**src/rtl/c3rq_pkg.sv**
```systemverilog
// ----------------------------------------------------------------------------
// c3rq_pkg: shared types and helpers
// Sizes, item codes, chain link types and the requantizer for the 3x3 conv.
// ----------------------------------------------------------------------------
package c3rq_pkg;

  localparam int IN_CH      = 16;
  localparam int OUT_CH     = 16;
  localparam int MAX_W      = 32;
  localparam int TAPS       = 9;
  localparam int MAX_H      = 4096;
  localparam int BANK_DEPTH = ((MAX_W + 2) / 3) * IN_CH;

  localparam logic [1:0] KIND_BIAS   = 2'd0;
  localparam logic [1:0] KIND_WEIGHT = 2'd1;
  localparam logic [1:0] KIND_SAMPLE = 2'd2;

  localparam logic REG_WIDTH  = 1'b0;
  localparam logic REG_HEIGHT = 1'b1;

  typedef logic signed [7:0]  byte_t;
  typedef logic signed [19:0] psum_t;

  typedef struct packed {
    logic       v;
    logic [3:0] co;
    logic [3:0] ci;
  } iss_t;

  typedef struct packed {
    logic             v;
    logic [3:0]       co;
    logic [3:0]       ci;
    logic [8:0][7:0]  pix;
    psum_t            psum;
  } link_t;

  typedef struct packed {
    logic [2:0][3:0] cls_q;
    logic [2:0][1:0] ky_slot;
    logic [2:0][1:0] kx_cls;
  } win_t;

  // (a - b) mod 3 for a, b in 0..2
  function automatic logic [1:0] sub3(input logic [1:0] a, input logic [1:0] b);
    logic [2:0] d;
    d = {1'b0, a} + 3'd3 - {1'b0, b};
    if (d >= 3'd3) begin
      d = d - 3'd3;
    end
    return d[1:0];
  endfunction

  function automatic byte_t requant(input logic [31:0] acc);
    logic signed [23:0] sh;
    sh = 24'($signed(acc) >>> 8);
    if (sh > 24'sd127) begin
      return 8'sd127;
    end else if (sh < -24'sd128) begin
      return -8'sd128;
    end
    return sh[7:0];
  endfunction

endpackage

```
**src/rtl/c3rq_cell.sv**
```systemverilog
// ----------------------------------------------------------------------------
// c3rq_cell: one kernel tap of the MAC chain
// Holds the weights of its tap, multiplies its pixel and adds the product to
// the partial sum handed on to the next cell.
// ----------------------------------------------------------------------------
module c3rq_cell (
  input  logic                clk,
  input  logic                rst_n,
  input  logic                en,
  input  logic [3:0]          tap_id,
  input  logic                w_we,
  input  logic [7:0]          w_addr,
  input  c3rq_pkg::byte_t     w_data,
  input  c3rq_pkg::link_t     link_i,
  output c3rq_pkg::link_t     link_o
);

  c3rq_pkg::byte_t       wmem [256];
  c3rq_pkg::byte_t       w_r;
  logic signed [15:0]    prod_r;
  c3rq_pkg::link_t       a_r, b_r, c_r;
  c3rq_pkg::link_t       c_nxt;

  always_comb begin
    c_nxt      = b_r;
    c_nxt.psum = b_r.psum + 20'(prod_r);
  end

  always_ff @(posedge clk) begin
    if (w_we) begin
      wmem[w_addr] <= w_data;
    end
    if (en) begin
      w_r    <= wmem[{link_i.co, link_i.ci}];
      prod_r <= w_r * $signed(a_r.pix[tap_id]);
    end
  end

  always_ff @(posedge clk) begin
    if (!rst_n) begin
      a_r <= '0;
      b_r <= '0;
      c_r <= '0;
    end else if (en) begin
      a_r <= link_i;
      b_r <= a_r;
      c_r <= c_nxt;
    end
  end

  assign link_o = c_r;

endmodule

```
**config.mk**
```make
export PLATFORM = sky130hd
export DESIGN_NAME = c3rq_cell
export DESIGN_NICKNAME = d
export VERILOG_FILES = /design/src/rtl/c3rq_pkg.sv /design/src/rtl/c3rq_cell.sv
export SDC_FILE = /design/constraint.sdc
export NUM_CORES = 2
export LEC_CHECK = 0
export BUFFER_PORTS_ARGS = -buffer_cell sky130_fd_sc_hd__buf_4
export CAP_MARGIN = 20
export CORE_AREA = 2 2 384 386
export CTS_CLUSTER_DIAMETER = 100
export CTS_CLUSTER_SIZE = 28
export DETAILED_ROUTE_END_ITERATION = 8
export DIE_AREA = 0 0 386 388
export PLACE_DENSITY = 0.81
export SLEW_MARGIN = 20
export SYNTH_ARGS = -nofsm -noshare
export SYNTH_HDL_FRONTEND = slang
export SYNTH_SLANG_ARGS = --single-unit
```
**constraint.sdc**
```tcl
create_clock -name clk -period 11.85 [get_ports clk]
set_input_delay 0.5925 -clock clk [delete_from_list [all_inputs] [get_ports clk]]
set_output_delay 0.5925 -clock clk [all_outputs]
set_load 0.1 [all_outputs]
```
==> impl_metrics.toml <==
[yosys]
synth_fp_nets = 5236
synth_area_per_cell_um2 = 18.8
syn_area_um2 = 94300
ys.flop_type = "edfxtp_1"
yosys_register_bits = 2375
ys_types = 59
syn_inst = 5007
synth_top_area_cell = "edfxtp_1"
synthArstFlopShare = 0
yosysSeqAreaShare = 0.724
synth-edff-count = 2072
synth_top_area_frac = 0.660
yosys_warnings = 0
synth_area_leaders = "edfxtp_1, mux4_2, dfxtp_1, mux2i_1, nor2b_1"

[pwr]
power_frac_comb = 0.083
p_sw_frac = 0.226
power_leakage_nw = 32.3
p_int_mw = 11.1
pwr-share-seq = 0.641
p_per_area_nw_per_um2 = 143
p_switching_mw = 3.25
pwr-share-clk = 0.276
peakVddDrop_v = 0.000188

[floorplanning]
core_um2 = 145000
io_pins = 226
rows = 140
die_y_um = 388
dieArea_um2 = 150000
die_x_um = 386
initial_core_util = 0.650

[sta]
slew_viol_final = 0
fmax_mhz = 168
finalSetupViolCount = 0
fin_crit_sh = 0.502
finalSetupTns_ns = 0
hold_viol = 0
rsz0062_at_grt = "false"
slew_headroom = 0.206
fin_worst_skew_ns = 0.0331
tightest_slew_ns = 1.19
hold_ws_ns = 0.103
period_needed_ns = 5.95

[routing]
viasPerCell = 6.88
ant_nets = 0
wl_per_cell_um = 31.3
dr.pass1.iters = 6
drc = 0
drt_iter0_drc = 6264
wl_um = 220000
vias = 48400

[worst_setup_path]
start_kind = "register"
crit_arrival_ns = 6.46
crit_fanout = 8
cp.required_ns = 12.36
end_kind = "register"
r2r_end = "prod_r[14]"
ff2ff_path_depth = 18
path_class = "register to register"
r2r-start = "a_r[45]"
reg2reg_slack_ns = 5.90

[clock_tree]
insertion_delay_ns = 0.75
postCtsSetupRepairBufs = 0
htree_levels = 3
cts_made_buffers = 97
cts_resized = 0
cts-root-buf = "clkbuf_16"
cts_hold_buf = 0
cts_buffer_depth = 3
clock_sinks = 2375
cts_tree = "built"
cts.clk_slew.worst_paths_ns = 0.11

[final_layout]
area_growth_pct = 6.52
utilization = 0.692
fin_nets = 5314
drive_gt1_frac = 0.185
final_cell_area_um2 = 100000

[global_routing]
overflow = 0
first_global_vias = 47900
grt_max_degree = 177
grt_usage = 0.294
grt_pass1_wl_um = 321000
antenna_found_initial = 14

[run]
maxCapViolations = 0

[status]
status = "finished clean"

[hold_path]
holdPathStages = 3
hp-class = "input port to register"
min-delay-start = "link_i[7]"
worstHoldEndpoint = "a_r[7]"

[place]
gp_congestion = 0.868
hpwlAfterDp_um = 134000
port_buffers = 225
place_area_um2 = 97700
flip-flops by register name, indices dropped and copies added (netlist names):
| signal | flops |
|---|---|
| a_r | 101 |
| b_r | 101 |
| link_o | 101 |
| prod_r | 16 |
| w_r | 8 |
| wmem | 2048 |
per-stage QoR:
stage	worst slack (ns)	cells	total power, mW
after floorplan	5.90	5007	10.1
after global placement	5.17	6896	10.6
after detailed placement	5.06	6897	10.6
after CTS	5.76	7017	14.4
after global routing	5.59	7024	14.7
final	5.90	7028	14.4
synthesized netlist by cell type (all sizes together) (2+ instances only):
| cell type | count |
|---|---|
| nand3 | 36 |
| nor2b | 313 |
| nor3b | 4 |
| a22oi | 136 |
| a211oi | 4 |
| a31oi | 4 |
| o211a | 2 |
| dfxtp | 303 |
| a22o | 64 |
| nor2 | 309 |
| inv | 95 |
| buf | 125 |
| o211ai | 3 |
| ha | 48 |
| nand2 | 58 |
| o21ai | 24 |
| o221ai | 24 |
| nor4 | 4 |
| a21oi | 87 |
| clkbuf | 182 |
| xor2 | 6 |
| o21a | 9 |
| a21boi | 2 |
| and2 | 44 |
| nor3 | 20 |
| nor4b | 2 |
| o311ai | 4 |
| fa | 56 |
| nand4 | 10 |
| edfxtp | 2072 |
| nand2b | 7 |
| or2 | 4 |
| a221oi | 64 |
| mux2i | 295 |
| o2111ai | 3 |
| a21o | 4 |
| or3 | 4 |
| xnor2 | 18 |
| o22ai | 16 |
| o31a | 2 |
| mux4 | 528 |
cell type report:
class                      count  area [um2]
multi-input combinational   2230       24400
sequential                  2375       68300
timing repair buffer         286        2380
fill                        8695       44700
inverter                      95         357
clock inverter                13         191
tap                         1917        2400
antenna                        5        12.5
clock buffer                 107        2490
layer usage:
metal / vias to the layer above / track usage / share of wire
met5: - / 0 / 0.00029
met4: 10 / 0.111 / 0.046
met3: 492 / 0.0536 / 0.11
met2: 3220 / 0.473 / 0.49
met1: 24700 / 0.406 / 0.36
li1: 20000 / - / -
layout by cell type (no fill, tap or decap), types with 6 or more instances in the layout:
cell,n
a21oi_1,87
edfxtp_1,2072
nand2_1,58
nand2b_1,7
inv_1,95
o221ai_1,24
nor2b_1,309
o21ai_0,19
fa_1,56
mux2i_1,295
nand3_1,32
a22oi_1,136
ha_1,48
nor2_1,306
xnor2_1,18
mux4_2,527
o22ai_1,16
buf_4,262
dfxtp_1,303
o21a_1,9
clkbuf_1,9
clkbuf_16,98
a22o_1,64
nand4_1,10
xor2_1,6
clkbuf_8,7
nor3_1,20
and2_1,42
a221oi_1,64
power by group through the flow:
stage	Combinational (mW)	Sequential, mW	Clock (mW)
after floorplan	0.661	9.47	0
final	1.19	9.22	3.97
after CTS	1.18	9.22	3.98
after detailed placement	1.17	9.41	0
after global routing	1.27	9.22	4.23
after global placement	1.14	9.41	0
how the worst max path moves through the flow:
stage                    from    endpoint  slack [ns]  cells after the start
finish                a_r[45]  prod_r[14]        5.90                     18
global route          a_r[45]  prod_r[14]        5.59                     18
CTS                   a_r[44]  prod_r[14]        5.76                     19
detailed placement  tap_id[0]  prod_r[14]        5.06                     20
global placement    tap_id[0]  prod_r[14]        5.17                     20
floorplan           tap_id[0]  prod_r[14]        5.90                     21
critical path: stages (launching register included):
cell and delay (ns):
dfxtp_1 0.39, mux4_2 0.28, mux2i_1 0.12, o21ai_0 0.85, nand2_1 0.20, fa_1 0.54
fa_1 0.51, inv_1 0.06, fa_1 0.52, inv_1 0.05, fa_1 0.48, inv_1 0.04
ha_1 0.30, o21ai_0 0.14, a21boi_0 0.19, o21ai_0 0.28, a21oi_1 0.16, o2111a_1 0.26
or3_1 0.35
cells by family after synthesis:
| family | count (synthesis) | synth area share |
|---|---|---|
| flops | 2375 | 0.724 |
| mux | 823 | 0.157 |
| simple gates | 819 | 0.0441 |
| compound gates | 460 | 0.0357 |
| buf+inv | 402 | 0.0185 |
| fa+ha+maj | 104 | 0.0182 |
| xor+xnor | 24 | 0.00223 |
Power figures use the tool's default switching activity.
