`config.mk`:
```
export PLATFORM = sky130hd
export DESIGN_NAME = c3rq_acc
export DESIGN_NICKNAME = d
export VERILOG_FILES = /design/src/rtl/c3rq_pkg.sv /design/src/rtl/c3rq_acc.sv
export SDC_FILE = /design/constraint.sdc
export NUM_CORES = 1
export LEC_CHECK = 0
export BUFFER_PORTS_ARGS = -buffer_cell sky130_fd_sc_hd__buf_2
export CORE_ASPECT_RATIO = 0.9
export CORE_UTILIZATION = 60
export CTS_BUF_LIST = sky130_fd_sc_hd__clkbuf_8
export DETAILED_ROUTE_END_ITERATION = 6
export PLACE_DENSITY = 0.8
export SLEW_MARGIN = 20
export SYNTH_ARGS = -nofsm -noshare
export SYNTH_HDL_FRONTEND = slang
export SYNTH_SLANG_ARGS = --single-unit
```
`constraint.sdc`:
```
create_clock -name clk -period 10.4 [get_ports clk]
set_input_delay 1.04 -clock clk [delete_from_list [all_inputs] [get_ports clk]]
set_output_delay 1.04 -clock clk [all_outputs]
set_load 0.1 [all_outputs]
```
`src/rtl/c3rq_pkg.sv`:
```
// ----------------------------------------------------------------------------
// c3rq_pkg: shared types and helpers
// Sizes, item codes, chain link types and the requantizer for the 3x3 conv.
// ----------------------------------------------------------------------------
package c3rq_pkg;

  localparam int IN_CH      = 16;
  localparam int OUT_CH     = 16;
  localparam int MAX_W      = 32;
  localparam int TAPS       = 9;
  localparam int MAX_H      = 4096;
  localparam int BANK_DEPTH = ((MAX_W + 2) / 3) * IN_CH;

  localparam logic [1:0] KIND_BIAS   = 2'd0;
  localparam logic [1:0] KIND_WEIGHT = 2'd1;
  localparam logic [1:0] KIND_SAMPLE = 2'd2;

  localparam logic REG_WIDTH  = 1'b0;
  localparam logic REG_HEIGHT = 1'b1;

  typedef logic signed [7:0]  byte_t;
  typedef logic signed [19:0] psum_t;

  typedef struct packed {
    logic       v;
    logic [3:0] co;
    logic [3:0] ci;
  } iss_t;

  typedef struct packed {
    logic             v;
    logic [3:0]       co;
    logic [3:0]       ci;
    logic [8:0][7:0]  pix;
    psum_t            psum;
  } link_t;

  typedef struct packed {
    logic [2:0][3:0] cls_q;
    logic [2:0][1:0] ky_slot;
    logic [2:0][1:0] kx_cls;
  } win_t;

  // (a - b) mod 3 for a, b in 0..2
  function automatic logic [1:0] sub3(input logic [1:0] a, input logic [1:0] b);
    logic [2:0] d;
    d = {1'b0, a} + 3'd3 - {1'b0, b};
    if (d >= 3'd3) begin
      d = d - 3'd3;
    end
    return d[1:0];
  endfunction

  function automatic byte_t requant(input logic [31:0] acc);
    logic signed [23:0] sh;
    sh = 24'($signed(acc) >>> 8);
    if (sh > 24'sd127) begin
      return 8'sd127;
    end else if (sh < -24'sd128) begin
      return -8'sd128;
    end
    return sh[7:0];
  endfunction

endpackage

```
`src/rtl/c3rq_acc.sv`:
```
// ----------------------------------------------------------------------------
// c3rq_acc: channel accumulator and result register
// Adds bias and per-channel tap sums, requantizes and holds the result.
// ----------------------------------------------------------------------------
module c3rq_acc (
  input  logic                clk,
  input  logic                rst_n,
  input  logic                en,
  input  logic                bias_we,
  input  logic [3:0]          bias_addr,
  input  logic [31:0]         bias_data,
  input  c3rq_pkg::link_t     link_i,
  input  logic [11:0]         row,
  input  logic [4:0]          col,
  input  logic                out_stall,
  output logic                out_valid,
  output logic [11:0]         out_row,
  output logic [4:0]          out_col,
  output logic [3:0]          out_channel_index,
  output logic signed [7:0]   out_value,
  output logic                out_last
);

  logic [31:0] bias_r [c3rq_pkg::OUT_CH];
  logic [31:0] acc_r;
  logic [31:0] acc_nxt;
  logic        fire;
  logic        valid_r;

  assign acc_nxt = ((link_i.ci == 4'd0) ? bias_r[link_i.co] : acc_r) + 32'(link_i.psum);
  assign fire    = en && link_i.v && link_i.ci == 4'(c3rq_pkg::IN_CH - 1);

  always_ff @(posedge clk) begin
    if (bias_we) begin
      bias_r[bias_addr] <= bias_data;
    end
    if (en && link_i.v) begin
      acc_r <= acc_nxt;
    end
    if (fire) begin
      out_row           <= row;
      out_col           <= col;
      out_channel_index <= link_i.co;
      out_value         <= c3rq_pkg::requant(acc_nxt);
      out_last          <= (link_i.co == 4'(c3rq_pkg::OUT_CH - 1));
    end
  end

  always_ff @(posedge clk) begin
    if (!rst_n) begin
      valid_r <= 1'b0;
    end else if (fire) begin
      valid_r <= 1'b1;
    end else if (!out_stall) begin
      valid_r <= 1'b0;
    end
  end

  assign out_valid = valid_r;

endmodule

```
==> impl_metrics.json <==
{
  "post_drt_wl_per_cell_um": 27.0,
  "power.density_nw_per_um2": 182,
  "worst_slew_margin_rel_pct": 28.6,
  "port_buffers": 117,
  "drt-pass1-iter-count": 5,
  "totalWireLength_mm": 51.9,
  "finish.net_count": 1527,
  "drv_slew": 0,
  "max_freq_ghz": 0.151,
  "fp.dieH_um": 191,
  "vdd_ir_drop_max_v": 0.0000905,
  "min_path_cells": 2,
  "cts_hold_buf": 0,
  "cts_resized": 0,
  "clock_path_buffers": 3,
  "multiInputGateArea_um2": 6360,
  "result_of_the_run": "completed",
  "route.antenna.remaining_nets": 0,
  "htreeDepth": 3,
  "drtIter0Drc": 1331,
  "die_width_um": 212,
  "fin_crit_sh_pct": 63.9,
  "grt.overflow.total": 0,
  "post_cts_buffers": 0,
  "synth_top_flop_cell": "edfxtp_1",
  "cts_inserted_buffers": 87,
  "hold_class": "register to register",
  "dieArea_um2": 40500,
  "worst_setup_path_end_kind": "register",
  "initial_core_util_pct": 61.5,
  "num_rows": 68,
  "synth.lib_cells_used.distinct": 72,
  "finalNonFillerCells": 1926,
  "drt_drc_violations_left": 0,
  "avg_inst_size_synth_um2": 20.6,
  "mostFrequentLayoutCell": "edfxtp_1",
  "clk_pin_slew_worst_paths_ps": 60,
  "synth_async_sr_flop_share_pct": 0,
  "pin_count_of_the_biggest_net_entering_global_routing": 131,
  "power.leakage_nw": 8.86,
  "cts_sinks": 575,
  "clk-insertion-delay-late_ps": 640,
  "required_ps": 10750,
  "setup_violations": 0,
  "worst-path-max-fanout": 59,
  "postSynthRegisterBits": 575,
  "io_pins": 190,
  "syn_inst": 1157,
  "tritoncts": "done",
  "final.min_clock_period_ps": 6640,
  "num_vias": 12281,
  "nFillCells": 2341,
  "layout.cells.most_common_list": "edfxtp_1 (574), mux4_2 (160), buf_2 (115), clkbuf_8 (91), inv_1 (50)",
  "fin_worst_skew_ps": 18.0,
  "number_of_global_route_vias_before_repair": 12603,
  "groute.usage.overall_pct": 26.8,
  "number_of_warnings_reported_in_the_yosys_synthesis_log": 0,
  "r2r_depth": 14,
  "hold_viol_final": 0,
  "grt_antenna_before_repair": 3,
  "unrepaired_setup_endpoints_after_global_routing": "false",
  "synth_fp_nets": 1348,
  "setup_tns_ps": 0,
  "placed_cells": 1772,
  "drive_above_1_share_pct": 34.5,
  "grt_pass1_wl_mm": 77.0,
  "ys_seq_area_share_pct": 72.5,
  "worstSetupPathType": "input pin to register",
  "syn-cell-area_um2": 23800,
  "critical_path_data_arrival_time_ps": 6990,
  "gpl.final_weighted_congestion": 0.934,
  "core_region_area_um2": 38700,
  "place_hpwl_mm": 29.1,
  "routed_via_density": 6.38,
  "area_growth_pct": 12.2,
  "setup.worst_path.start_class": "input pin",
  "final_hold_slack_ps": 521,
  "clockRootBuffer": "clkbuf_8",
  "tightest_slew_ps": 1060,
  "seq_area_um2": 17300,
  "synth_edf_count": 574,
  "count_of_maximum_capacitance_violations": 0
}
power breakdown:
part	internal (mW)	total [mW]	leakage, nW	switching, mW
clock	0.806	1.63	0.886	0.828
combinational	0.228	0.578	2.77	0.350
sequential	2.63	2.64	5.20	0.0142
path summary, 6_finish.rpt:
path	startpoint	slack, ps	endpoint
worst max-delay path	link_i[96]	3760	out_value[0]
worst min-delay path	out_valid	520	out_valid
worst max register to register	bias_r[9][0]	4770	out_value[0]
worst min register to register	out_valid	520	out_valid
worst max-delay path, stage by stage:
cell,delay [ps]
clkbuf_8,540
buf_4,600
mux4_2,580
mux4_2,530
mux2_2,300
ha_1,570
a21oi_1,240
o2111a_1,360
a2111oi_0,430
nor4_1,190
a2111oi_0,560
nand4_2,190
o41ai_4,580
o311ai_1,210
Yosys cell counts (4+ instances only):
cell | number | area share, %
and3_1 | 5 | 0.13
buf_2 | 10 | 0.21
o211ai_1 | 7 | 0.22
xor2_1 | 9 | 0.33
o21ai_0 | 15 | 0.32
o21a_1 | 5 | 0.16
mux4_2 | 160 | 15
nand2_1 | 34 | 0.54
a31oi_1 | 4 | 0.11
a21oi_1 | 27 | 0.57
mux2_2 | 32 | 1.5
a211oi_1 | 6 | 0.19
a2111oi_0 | 4 | 0.15
xnor2_1 | 13 | 0.48
nor2_1 | 32 | 0.50
inv_1 | 24 | 0.38
o311ai_1 | 7 | 0.26
ha_1 | 31 | 1.6
clkbuf_1 | 29 | 0.46
nor3_1 | 9 | 0.19
nand2b_1 | 9 | 0.24
buf_1 | 13 | 0.21
nand4_1 | 12 | 0.32
edfxtp_1 | 574 | 72
a21o_1 | 12 | 0.38
registers in the layout (all words and copies together), names as in the netlist:
signal and flops:
out_col 5, out_value 8, out_last 1, out_valid 1, out_channel_index 4, bias_r 512, acc_r 32, out_row 12
kinds of logic (layout without fill, tap and decap cells):
family | Yosys count | after routing | share of synthesized area (%)
AOI/OAI and AO/OA | 126 | 126 | 4.10
xor gates and xnor gates | 22 | 22 | 0.810
adders and majority gates | 32 | 32 | 1.71
buffers and inverters | 77 | 319 | 1.27
DFF | 575 | 575 | 72.5
muxes | 195 | 195 | 16.8
other | 0 | 2 | 0
and+or+nand+nor | 130 | 130 | 2.82
per-stage QoR:
| step | instance area (um2) | worst slack, ps | util (%) | power [mW] |
|---|---|---|---|---|
| 6_report | 26700 | 3760 | 69.0 | 4.86 |
| 3_3_place_gp | 25200 | 3160 | 65.0 | 3.24 |
| 3_5_place_dp | 25200 | 3120 | 65.0 | 3.26 |
| 4_1_cts | 26700 | 3740 | 69.0 | 4.88 |
| 5_1_grt | 26700 | 3310 | 69.0 | 5.03 |
| 2_1_floorplan | 23800 | 3510 | - | 3.08 |
cell type report:
class | count | area share, %
Antenna cell | 2 | 0.0187
Clock buffer | 90 | 4.64
Clock inverter | 62 | 1.08
Inverter | 24 | 0.337
Multi-Input combinational cell | 505 | 23.8
Sequential cell | 575 | 64.6
Tap cell | 525 | 2.46
Timing Repair Buffer | 143 | 3.01
per-layer routing:
metal / wire (um) / track usage (%) / part of all wire [%] / up-vias
met3: 4690 / 5.65 / 9.0 / 105
met2: 25100 / 42.1 / 48 / 651
met5: 23 / 0 / 0.044 / -
met4: 1180 / 9.28 / 2.3 / 4
li1: - / - / - / 5245
met1: 20900 / 37.8 / 40 / 6276
Note: power is estimated with default switching activity, not from simulation.
